===== src/rtl/ascii_two_operand_calculator_top_assert.svh =====
// Assertion macros for the ASCII two-operand calculator.
`ifndef ASCII_TWO_OPERAND_CALCULATOR_TOP_ASSERT_SVH
`define ASCII_TWO_OPERAND_CALCULATOR_TOP_ASSERT_SVH
`ifndef ASSERT_OFF
// same-cycle implication
`define ATOC_ASSERT_IMP(lbl, clk, rst_n, ante, cons) \
  lbl: assert property (@(posedge clk) disable iff (!rst_n) (ante) |-> (cons)) \
    else $error("calculator assertion failed");
// next-cycle implication
`define ATOC_ASSERT_NEXT(lbl, clk, rst_n, ante, cons) \
  lbl: assert property (@(posedge clk) disable iff (!rst_n) (ante) |=> (cons)) \
    else $error("calculator assertion failed");
`else
`define ATOC_ASSERT_IMP(lbl, clk, rst_n, ante, cons)
`define ATOC_ASSERT_NEXT(lbl, clk, rst_n, ante, cons)
`endif
`endif


===== src/rtl/atoc_pkg.sv =====
// Shared types, constants and helpers for the ASCII two-operand calculator.
package atoc_pkg;

  localparam int unsigned QUEUE_DEPTH = 2;

  localparam logic [7:0] CH_SPACE   = 8'h20;
  localparam logic [7:0] CH_TAB     = 8'h09;
  localparam logic [7:0] CH_NEWLINE = 8'h0a;
  localparam logic [7:0] CH_ZERO    = 8'h30;
  localparam logic [7:0] CH_NINE    = 8'h39;
  localparam logic [7:0] CH_PLUS    = 8'h2b;
  localparam logic [7:0] CH_MINUS   = 8'h2d;
  localparam logic [7:0] CH_STAR    = 8'h2a;
  localparam logic [7:0] CH_SLASH   = 8'h2f;
  localparam logic [7:0] CH_PERCENT = 8'h25;

  typedef enum logic [2:0] {
    OP_NONE = 3'd0,
    OP_ADD  = 3'd1,
    OP_SUB  = 3'd2,
    OP_MUL  = 3'd3,
    OP_DIV  = 3'd4,
    OP_REM  = 3'd5
  } op_t;

  typedef enum logic [1:0] {
    ST_OK       = 2'd0,
    ST_DIV_ZERO = 2'd1,
    ST_BAD_OP   = 2'd2
  } status_t;

  typedef struct packed {
    logic [31:0] a;
    logic [31:0] b;
    op_t         op;
  } job_t;

  typedef struct packed {
    logic full;
    logic empty;
  } q_stat_t;

  function automatic logic is_space(input logic [7:0] c);
    return (c == CH_SPACE) || (c == CH_TAB) || (c == CH_NEWLINE);
  endfunction

  function automatic logic is_digit(input logic [7:0] c);
    return (c >= CH_ZERO) && (c <= CH_NINE);
  endfunction

  function automatic op_t op_of(input logic [7:0] c);
    op_t o;
    case (c)
      CH_PLUS:    o = OP_ADD;
      CH_MINUS:   o = OP_SUB;
      CH_STAR:    o = OP_MUL;
      CH_SLASH:   o = OP_DIV;
      CH_PERCENT: o = OP_REM;
      default:    o = OP_NONE;
    endcase
    return o;
  endfunction

  // x*10 + digit, wrapping at 32 bits
  function automatic logic [31:0] acc10(input logic [31:0] x, input logic [7:0] c);
    logic [7:0] d;
    d = c - CH_ZERO;
    return (x << 3) + (x << 1) + {24'd0, d};
  endfunction

endpackage


===== src/rtl/atoc_if.sv =====
// Handshake interfaces for the character and result channels.
interface atoc_in_if;
  logic       valid;
  logic       ready;
  logic [7:0] char_code;
  logic       end_of_line;

  modport source (output valid, output char_code, output end_of_line, input ready);
  modport sink   (input valid, input char_code, input end_of_line, output ready);
endinterface

interface atoc_out_if;
  logic               valid;
  logic               ready;
  logic signed [31:0] result_value;
  logic        [1:0]  status;

  modport source (output valid, output result_value, output status, input ready);
  modport sink   (input valid, input result_value, input status, output ready);
endinterface


===== src/rtl/ascii_two_operand_calculator_top.sv =====
// Top level of the ASCII two-operand calculator.
// Channels: in_ch carries one character a beat (char_code, end_of_line); out_ch
// carries one result a beat (result_value, status) for every line.
// The parser takes one character per cycle while the job queue has room; in_ch.ready
// drops only when the queue is full.
// The beat with end_of_line set is parsed and its job is queued at the same edge.
// The job then goes from the queue through the unit to its result register and on to
// the output register that drives out_ch.valid; / and % also pass through the
// restoring divider, which resolves one quotient bit per cycle, and a sign-fix step.
// The arithmetic unit works on one line at a time and takes no new job until the last
// result is loaded into the output register; the slower of parser and unit sets the pace.
// Reset (synchronous, rst_n low) returns the parser to leading whitespace with
// cleared operands, empties the queue and drops out_ch.valid.
// When the receiver holds out_ch.ready low the result stays in the output
// register; the unit then stalls, the queue fills and in_ch.ready falls.
`include "ascii_two_operand_calculator_top_assert.svh"
module ascii_two_operand_calculator_top #(
  parameter int unsigned QueueDepth = atoc_pkg::QUEUE_DEPTH
) (
  input  logic        clk,
  input  logic        rst_n,
  atoc_in_if.sink     in_ch,
  atoc_out_if.source  out_ch
);

  atoc_pkg::job_t    push_job, head_job;
  atoc_pkg::q_stat_t q_stat;
  logic              job_push, job_pop;

  atoc_front u_front (
    .clk      (clk),
    .rst_n    (rst_n),
    .in_ch    (in_ch),
    .q_stat   (q_stat),
    .job_push (job_push),
    .job      (push_job)
  );

  atoc_queue #(
    .Depth (QueueDepth)
  ) u_queue (
    .clk      (clk),
    .rst_n    (rst_n),
    .push     (job_push),
    .push_job (push_job),
    .pop      (job_pop),
    .head_job (head_job),
    .stat     (q_stat)
  );

  atoc_back u_back (
    .clk     (clk),
    .rst_n   (rst_n),
    .job     (head_job),
    .q_stat  (q_stat),
    .job_pop (job_pop),
    .out_ch  (out_ch)
  );

  // every end-of-line beat lands in the queue
  `ATOC_ASSERT_IMP(a_eol_push, clk, rst_n, in_ch.valid && in_ch.ready && in_ch.end_of_line, job_push && !q_stat.full)
  `ATOC_ASSERT_IMP(a_pop_nonempty, clk, rst_n, job_pop, !q_stat.empty)
  `ATOC_ASSERT_NEXT(a_push_fills, clk, rst_n, job_push, !q_stat.empty)
  // error results carry zero
  `ATOC_ASSERT_IMP(a_err_zero, clk, rst_n, out_ch.valid && (out_ch.status != atoc_pkg::ST_OK), out_ch.result_value == 32'sd0)

endmodule


===== src/rtl/atoc_front.sv =====
// Front end: character parser that builds operands and the operator.
module atoc_front (
  input  logic              clk,
  input  logic              rst_n,
  atoc_in_if.sink           in_ch,
  input  atoc_pkg::q_stat_t q_stat,
  output logic              job_push,
  output atoc_pkg::job_t    job
);

  typedef enum logic [6:0] {
    PH_WS0  = 7'b0000001,
    PH_NUM1 = 7'b0000010,
    PH_WS1  = 7'b0000100,
    PH_OP   = 7'b0001000,
    PH_WS2  = 7'b0010000,
    PH_NUM2 = 7'b0100000,
    PH_STOP = 7'b1000000
  } phase_t;

  phase_t          phase_r, phase_nxt;
  logic [31:0]     a_r, a_nxt;
  logic [31:0]     b_r, b_nxt;
  atoc_pkg::op_t   op_r, op_nxt;
  phase_t          ph;
  logic [31:0]     a_p, b_p;
  atoc_pkg::op_t   op_p, op_c;
  logic            sp, dg, done, accept;

  assign in_ch.ready = !q_stat.full;
  assign accept      = in_ch.valid && in_ch.ready;

  // A phase that cannot take the character hands it on to the next one.
  always_comb begin
    sp   = atoc_pkg::is_space(in_ch.char_code);
    dg   = atoc_pkg::is_digit(in_ch.char_code);
    op_c = atoc_pkg::op_of(in_ch.char_code);
    ph   = phase_r;
    a_p  = a_r;
    b_p  = b_r;
    op_p = op_r;
    done = 1'b0;
    if (ph == PH_WS0) begin
      if (sp) done = 1'b1;
      else ph = PH_NUM1;
    end
    if (!done && ph == PH_NUM1) begin
      if (dg) begin
        a_p  = atoc_pkg::acc10(a_r, in_ch.char_code);
        done = 1'b1;
      end else begin
        ph = PH_WS1;
      end
    end
    if (!done && ph == PH_WS1) begin
      if (sp) done = 1'b1;
      else ph = PH_OP;
    end
    if (!done && ph == PH_OP) begin
      ph = PH_WS2;
      if (op_c != atoc_pkg::OP_NONE) begin
        op_p = op_c;
        done = 1'b1;
      end
    end
    if (!done && ph == PH_WS2) begin
      if (sp) done = 1'b1;
      else ph = PH_NUM2;
    end
    if (!done && ph == PH_NUM2) begin
      if (dg) b_p = atoc_pkg::acc10(b_r, in_ch.char_code);
      else ph = PH_STOP;
      done = 1'b1;
    end
  end

  always_comb begin
    phase_nxt = phase_r;
    a_nxt     = a_r;
    b_nxt     = b_r;
    op_nxt    = op_r;
    if (accept) begin
      if (in_ch.end_of_line) begin
        phase_nxt = PH_WS0;
        a_nxt     = '0;
        b_nxt     = '0;
        op_nxt    = atoc_pkg::OP_NONE;
      end else begin
        phase_nxt = ph;
        a_nxt     = a_p;
        b_nxt     = b_p;
        op_nxt    = op_p;
      end
    end
  end

  assign job_push = accept && in_ch.end_of_line;
  assign job.a    = a_p;
  assign job.b    = b_p;
  assign job.op   = op_p;

  always_ff @(posedge clk) begin
    if (!rst_n) begin
      phase_r <= PH_WS0;
      a_r     <= '0;
      b_r     <= '0;
      op_r    <= atoc_pkg::OP_NONE;
    end else begin
      phase_r <= phase_nxt;
      a_r     <= a_nxt;
      b_r     <= b_nxt;
      op_r    <= op_nxt;
    end
  end

endmodule


===== src/rtl/atoc_queue.sv =====
// Small job queue between the parser and the arithmetic unit.
module atoc_queue #(
  parameter int unsigned Depth = atoc_pkg::QUEUE_DEPTH
) (
  input  logic              clk,
  input  logic              rst_n,
  input  logic              push,
  input  atoc_pkg::job_t    push_job,
  input  logic              pop,
  output atoc_pkg::job_t    head_job,
  output atoc_pkg::q_stat_t stat
);

  localparam int unsigned PtrW = (Depth > 1) ? $clog2(Depth) : 1;
  localparam int unsigned CntW = $clog2(Depth + 1);

  atoc_pkg::job_t  q_mem [Depth];
  logic [PtrW-1:0] wr_ptr_r, wr_ptr_nxt;
  logic [PtrW-1:0] rd_ptr_r, rd_ptr_nxt;
  logic [CntW-1:0] cnt_r, cnt_nxt;

  assign stat.full  = (cnt_r == CntW'(Depth));
  assign stat.empty = (cnt_r == '0);
  assign head_job   = q_mem[rd_ptr_r];

  always_comb begin
    wr_ptr_nxt = wr_ptr_r;
    rd_ptr_nxt = rd_ptr_r;
    cnt_nxt    = cnt_r;
    if (push) begin
      wr_ptr_nxt = (wr_ptr_r == PtrW'(Depth - 1)) ? '0 : wr_ptr_r + 1'b1;
    end
    if (pop) begin
      rd_ptr_nxt = (rd_ptr_r == PtrW'(Depth - 1)) ? '0 : rd_ptr_r + 1'b1;
    end
    if (push && !pop)      cnt_nxt = cnt_r + 1'b1;
    else if (pop && !push) cnt_nxt = cnt_r - 1'b1;
  end

  always_ff @(posedge clk) begin
    if (push) q_mem[wr_ptr_r] <= push_job;
  end

  always_ff @(posedge clk) begin
    if (!rst_n) begin
      wr_ptr_r <= '0;
      rd_ptr_r <= '0;
      cnt_r    <= '0;
    end else begin
      wr_ptr_r <= wr_ptr_nxt;
      rd_ptr_r <= rd_ptr_nxt;
      cnt_r    <= cnt_nxt;
    end
  end

endmodule


===== src/rtl/atoc_back.sv =====
// Back end: arithmetic unit with a bit-serial divider and the result register.
module atoc_back (
  input  logic              clk,
  input  logic              rst_n,
  input  atoc_pkg::job_t    job,
  input  atoc_pkg::q_stat_t q_stat,
  output logic              job_pop,
  atoc_out_if.source        out_ch
);

  typedef enum logic [3:0] {
    S_IDLE = 4'b0001,
    S_DIV  = 4'b0010,
    S_SIGN = 4'b0100,
    S_DONE = 4'b1000
  } state_t;

  state_t              state_r, state_nxt;
  logic [31:0]         res_r, res_nxt;
  atoc_pkg::status_t   stat_r, stat_nxt;
  logic [31:0]         quo_r, quo_nxt;
  logic [31:0]         rem_r, rem_nxt;
  logic [31:0]         mb_r, mb_nxt;
  logic [4:0]          cnt_r, cnt_nxt;
  logic                na_r, na_nxt;
  logic                nb_r, nb_nxt;
  logic                is_rem_r, is_rem_nxt;
  logic                out_valid_r, out_valid_nxt;
  logic [31:0]         out_val_r;
  atoc_pkg::status_t   out_stat_r;
  logic [32:0]         trial, diff;
  logic                ge, load;

  assign trial = {rem_r, quo_r[31]};
  assign diff  = trial - {1'b0, mb_r};
  assign ge    = !diff[32];
  assign load  = (state_r == S_DONE) && (!out_valid_r || out_ch.ready);
  assign job_pop = (state_r == S_IDLE) && !q_stat.empty;

  always_comb begin
    state_nxt  = state_r;
    res_nxt    = res_r;
    stat_nxt   = stat_r;
    quo_nxt    = quo_r;
    rem_nxt    = rem_r;
    mb_nxt     = mb_r;
    cnt_nxt    = cnt_r;
    na_nxt     = na_r;
    nb_nxt     = nb_r;
    is_rem_nxt = is_rem_r;
    case (state_r)
      S_IDLE: begin
        if (job_pop) begin
          state_nxt = S_DONE;
          stat_nxt  = atoc_pkg::ST_OK;
          case (job.op)
            atoc_pkg::OP_ADD: res_nxt = job.a + job.b;
            atoc_pkg::OP_SUB: res_nxt = job.a - job.b;
            atoc_pkg::OP_MUL: res_nxt = 32'(job.a * job.b);
            atoc_pkg::OP_DIV, atoc_pkg::OP_REM: begin
              if (job.b == '0) begin
                res_nxt  = '0;
                stat_nxt = atoc_pkg::ST_DIV_ZERO;
              end else begin
                // divide magnitudes, fix signs afterwards
                na_nxt     = job.a[31];
                nb_nxt     = job.b[31];
                is_rem_nxt = (job.op == atoc_pkg::OP_REM);
                quo_nxt    = job.a[31] ? (32'd0 - job.a) : job.a;
                mb_nxt     = job.b[31] ? (32'd0 - job.b) : job.b;
                rem_nxt    = '0;
                cnt_nxt    = '0;
                state_nxt  = S_DIV;
              end
            end
            default: begin
              res_nxt  = '0;
              stat_nxt = atoc_pkg::ST_BAD_OP;
            end
          endcase
        end
      end
      S_DIV: begin
        rem_nxt = ge ? diff[31:0] : trial[31:0];
        quo_nxt = {quo_r[30:0], ge};
        cnt_nxt = cnt_r + 1'b1;
        if (cnt_r == 5'd31) state_nxt = S_SIGN;
      end
      S_SIGN: begin
        if (is_rem_r) res_nxt = na_r ? (32'd0 - rem_r) : rem_r;
        else          res_nxt = (na_r != nb_r) ? (32'd0 - quo_r) : quo_r;
        stat_nxt  = atoc_pkg::ST_OK;
        state_nxt = S_DONE;
      end
      S_DONE: begin
        if (load) state_nxt = S_IDLE;
      end
      default: state_nxt = S_IDLE;
    endcase
  end

  assign out_valid_nxt = load || (out_valid_r && !out_ch.ready);

  assign out_ch.valid        = out_valid_r;
  assign out_ch.result_value = out_val_r;
  assign out_ch.status       = out_stat_r;

  always_ff @(posedge clk) begin
    res_r    <= res_nxt;
    stat_r   <= stat_nxt;
    quo_r    <= quo_nxt;
    rem_r    <= rem_nxt;
    mb_r     <= mb_nxt;
    cnt_r    <= cnt_nxt;
    na_r     <= na_nxt;
    nb_r     <= nb_nxt;
    is_rem_r <= is_rem_nxt;
    if (load) begin
      out_val_r  <= res_r;
      out_stat_r <= stat_r;
    end
  end

  always_ff @(posedge clk) begin
    if (!rst_n) begin
      state_r     <= S_IDLE;
      out_valid_r <= 1'b0;
    end else begin
      state_r     <= state_nxt;
      out_valid_r <= out_valid_nxt;
    end
  end

endmodule

===== src/flat_wrapper.sv =====
// flat-port wrapper written by rule: the top's interface ports become plain ports
module ascii_two_operand_calculator_top_flat 
#(
  parameter int unsigned QueueDepth = atoc_pkg::QUEUE_DEPTH
)
  (clk, rst_n, in_ch_valid, in_ch_char_code, in_ch_end_of_line, in_ch_ready, out_ch_valid, out_ch_result_value, out_ch_status, out_ch_ready);
  atoc_in_if in_ch_i ();
  atoc_out_if out_ch_i ();
  input  logic clk;
  input  logic rst_n;
  input wire logic [$bits(in_ch_i.valid)-1:0] in_ch_valid;
  input wire logic [$bits(in_ch_i.char_code)-1:0] in_ch_char_code;
  input wire logic [$bits(in_ch_i.end_of_line)-1:0] in_ch_end_of_line;
  output wire logic [$bits(in_ch_i.ready)-1:0] in_ch_ready;
  output wire logic [$bits(out_ch_i.valid)-1:0] out_ch_valid;
  output wire logic [$bits(out_ch_i.result_value)-1:0] out_ch_result_value;
  output wire logic [$bits(out_ch_i.status)-1:0] out_ch_status;
  input wire logic [$bits(out_ch_i.ready)-1:0] out_ch_ready;
  assign in_ch_i.valid = in_ch_valid;
  assign in_ch_i.char_code = in_ch_char_code;
  assign in_ch_i.end_of_line = in_ch_end_of_line;
  assign in_ch_ready = in_ch_i.ready;
  assign out_ch_valid = out_ch_i.valid;
  assign out_ch_result_value = out_ch_i.result_value;
  assign out_ch_status = out_ch_i.status;
  assign out_ch_i.ready = out_ch_ready;
  ascii_two_operand_calculator_top #(.QueueDepth(QueueDepth)) u_core (.clk(clk), .rst_n(rst_n), .in_ch(in_ch_i), .out_ch(out_ch_i));
endmodule

===== config.mk =====
export PLATFORM = sky130hd
export DESIGN_NAME = ascii_two_operand_calculator_top_flat
export DESIGN_NICKNAME = d
export VERILOG_FILES = /design/src/rtl/atoc_pkg.sv /design/src/rtl/atoc_if.sv /design/src/rtl/ascii_two_operand_calculator_top.sv /design/src/rtl/atoc_front.sv /design/src/rtl/atoc_queue.sv /design/src/rtl/atoc_back.sv /design/src/flat_wrapper.sv
export VERILOG_INCLUDE_DIRS = /design/src /design/src/rtl
export SDC_FILE = /design/constraint.sdc
export NUM_CORES = 2
export LEC_CHECK = 0
export ABC_AREA = 1
export BUFFER_PORTS_ARGS = -buffer_cell sky130_fd_sc_hd__buf_2
export CELL_PAD_IN_SITES_DETAIL_PLACEMENT = 1
export CELL_PAD_IN_SITES_GLOBAL_PLACEMENT = 2
export CORE_UTILIZATION = 25
export CTS_CLUSTER_SIZE = 28
export DETAILED_ROUTE_END_ITERATION = 16
export GPL_TIMING_DRIVEN = 0
export PLACE_DENSITY = 0.62
export SLEW_MARGIN = 10
export SYNTH_ARGS = -nofsm -noshare
export SYNTH_HDL_FRONTEND = slang
export SYNTH_SLANG_ARGS = --single-unit

===== constraint.sdc =====
create_clock -name clk -period 18 [get_ports clk]
set_input_delay 0.9 -clock clk [delete_from_list [all_inputs] [get_ports clk]]
set_output_delay 0.9 -clock clk [all_outputs]
set_load 0.1 [all_outputs]

==> run summary <==
status: completed
Synth top area share: 0.218
setup slack at placement: 6.85 ns
Fillers: 20.1k
register area share after synthesis: 0.258
post-synthesis cell area: 0.0421 mm²
net count of the mapped netlist: 5,946
iteration-0 DRC count of the detailed router: 2,629
Seq cells post-synth: 390
Slew HR: 0.0302
PortBufs: 48
Final ANT Viol Nets: 0
Post-CTS Setup Bufs: 0
Die Area: 0.170 mm²
Crit Path Class: reg -> reg
Slew Limit Fails: 0
average size of a mapped cell: 8.08 µm²
crit start category: flop
H-tree lvl count: 2
min cycle time layout: 11.53 ns
Most used DFF post-synth: edfxtp_1
max incr delay on CP: 1.08 ns
die width: 412 µm
Post-Route Setup TNS: 0 ns
Final Setup Violations: 0
CORE AREA: 0.167 mm²
Gate Count Post-Synth: 5,206
Rows: 150
most numerous cell in the Yosys netlist: nand2_1
DR WL/cell: 23.8 µm
top post-synthesis cells by area: edfxtp_1, fa_1, ha_1, nand2_1, inv_1
vias in the first global route: 38.1k
Layout area overhead: 11.5%
Post-route DRC: 0
area of the multi-input gates: 0.0272 mm²
clock transition at the registers of the reported paths: 0.06 ns
worst path buffer plus inverter count: 7
hold buffers post-CTS: 0
pin count of the biggest net entering global routing: 59
maximum fanout along the worst path: 10
Max Freq: 86.7 MHz
CTS tree: yes
RSZ-0062 raised after global routing: false
gpl congestion: 0.908
Min-Delay Path Class: reg -> reg
Hold Vio Cnt, Final: 0
EDFF count, synth: 306
Worst Skew: 0.0629 ns
Clk Latency, worst-skew pair: 0.62 ns
number of buffers created by CTS: 46
layout cells sized above 1: 0.0574
Initial Utilization: 0.252
fin crit share: 0.641
post-CTS sizing: 0
R2R setup slack: 6.47 ns
final worst slack: 6.47 ns
Post-Layout Cell Count: 7,558
critical path's slowest cell: clkbuf_1
chip height: 412 µm
GR Overflow Total: 0
synth unique cells: 67
NumNets Final: 6,053
CP arrival: 11.83 ns
CTS Sinks: 390
GRT Overall Usage: 0.212
sequential cell area: 0.0109 mm²
clock root buffer: clkbuf_16
Max Cap Viol: 0
Tightest Pin Transition: 1.45 ns
placed cell count: 7,469
Pre-antenna DRT Iters: 5
Async S/R FF share, synth: 0
DP HPWL: 148,000 µm
area leader, netlist: edfxtp_1
Ys Warns: 0
most frequent CP cell: fa_1
crit end category: flop
drt total wl: 180,000 µm
Vias/cell: 4.83
maximum root-to-sink buffer count: 3
antenna violations before repair: 7
cell family with most CP delay: adder cells
synth cell count leaders: nand2_1, inv_1, nor2_1, fa_1, o21ai_0
vias: 36.5k
I/O pins: 49
global-route wire length before repair: 263,000 µm
Critical Path RT: 18.30 ns
worst reg2reg max path, delay by kind of cell, from the launching register on:
family / cells / cell delay (ns)
buffers and inverters: 7 / 3.34
AOI/OAI and AO/OA: 7 / 2.47
DFF: 1 / 0.42
adders and majority gates: 9 / 4.32
and+or+nand+nor: 5 / 0.67
kinds of logic (layout without fill, tap and decap cells):
family | Yosys count | in the layout | share of synthesized area
other | 0 | 3 | 0
buffers and inverters | 1048 | 1193 | 0.0962
adder cells (fa/ha/maj) | 727 | 727 | 0.292
multiplexers | 7 | 7 | 0.00167
AO/OA/AOI/OAI | 900 | 900 | 0.118
XOR/XNOR | 198 | 198 | 0.0412
flip-flops | 390 | 390 | 0.258
AND/OR/NAND/NOR | 1936 | 1936 | 0.193
cells in the final DEF (no fill, tap or decap), types with 55 or more instances in the layout:
master	instances
nand2_1	983
inv_1	803
nor2_1	552
fa_1	422
o21ai_0	365
a21oi_1	336
edfxtp_1	306
ha_1	305
clkbuf_1	152
nand3_1	144
xor2_1	115
dfxtp_1	84
xnor2_1	83
buf_2	74
nand4_1	66
nor3_1	62
or2_2	55
metrics by stage:
stage,cell area (µm²),util,hold slack (ns)
finish,46900,0.281,0.382
global placement,45100,0.270,0.403
CTS,46900,0.281,0.375
detailed placement,45400,0.272,0.406
global route,46900,0.281,0.389
floorplan,42100,-,0.400
registers in the layout, summed over array words and instances, names as in the netlist, 2 cells and up, named ones only:
register / flops
u_core.u_queue.q_mem: 134
u_core.u_back.mb_r: 32
u_core.u_back.out_ch.result_value: 32
u_core.u_back.quo_r: 32
u_core.u_back.rem_r: 32
u_core.u_back.res_r: 32
u_core.u_front.a_r: 32
u_core.u_front.b_r: 32
u_core.u_front.phase_r: 7
u_core.u_back.cnt_r: 5
u_core.u_back.state_r: 4
u_core.u_front.op_r: 3
u_core.u_back.out_ch.status: 2
u_core.u_back.stat_r: 2
u_core.u_queue.cnt_r: 2
worst paths after layout:
path,from,end,cells after the start
setup reg to reg,flop,u_core.u_back.res_r[30],28
hold reg to reg,u_core.u_back.res_r[21],u_core.u_back.out_ch.result_value[21],0
setup / recovery,flop,u_core.u_back.res_r[30],28
hold / removal,u_core.u_back.res_r[21],u_core.u_back.out_ch.result_value[21],0
area by class of cell:
class,instances,area share
inverter,846,0.0677
antenna,3,0.000160
timing repair buffer,59,0.0101
buffer,202,0.0187
multi-input combinational,3768,0.580
sequential,390,0.232
clock buffer,53,0.0255
clock inverter,33,0.00749
tap,2204,0.0588
metal layers:
metal | part of all wire | vias to the layer above | track usage | routed length, µm
li1 | - | 16975 | - | -
met1 | 0.47 | 18589 | 0.293 | 84400
met2 | 0.47 | 793 | 0.354 | 84200
met3 | 0.041 | 170 | 0.0214 | 7340
met4 | 0.023 | 2 | 0.0454 | 4060
met5 | 0.000067 | - | 0 | 12
Power is left out: the tool's default activity adds up to more than one toggle a clock period on the data nets, which glitch-free logic cannot reach.
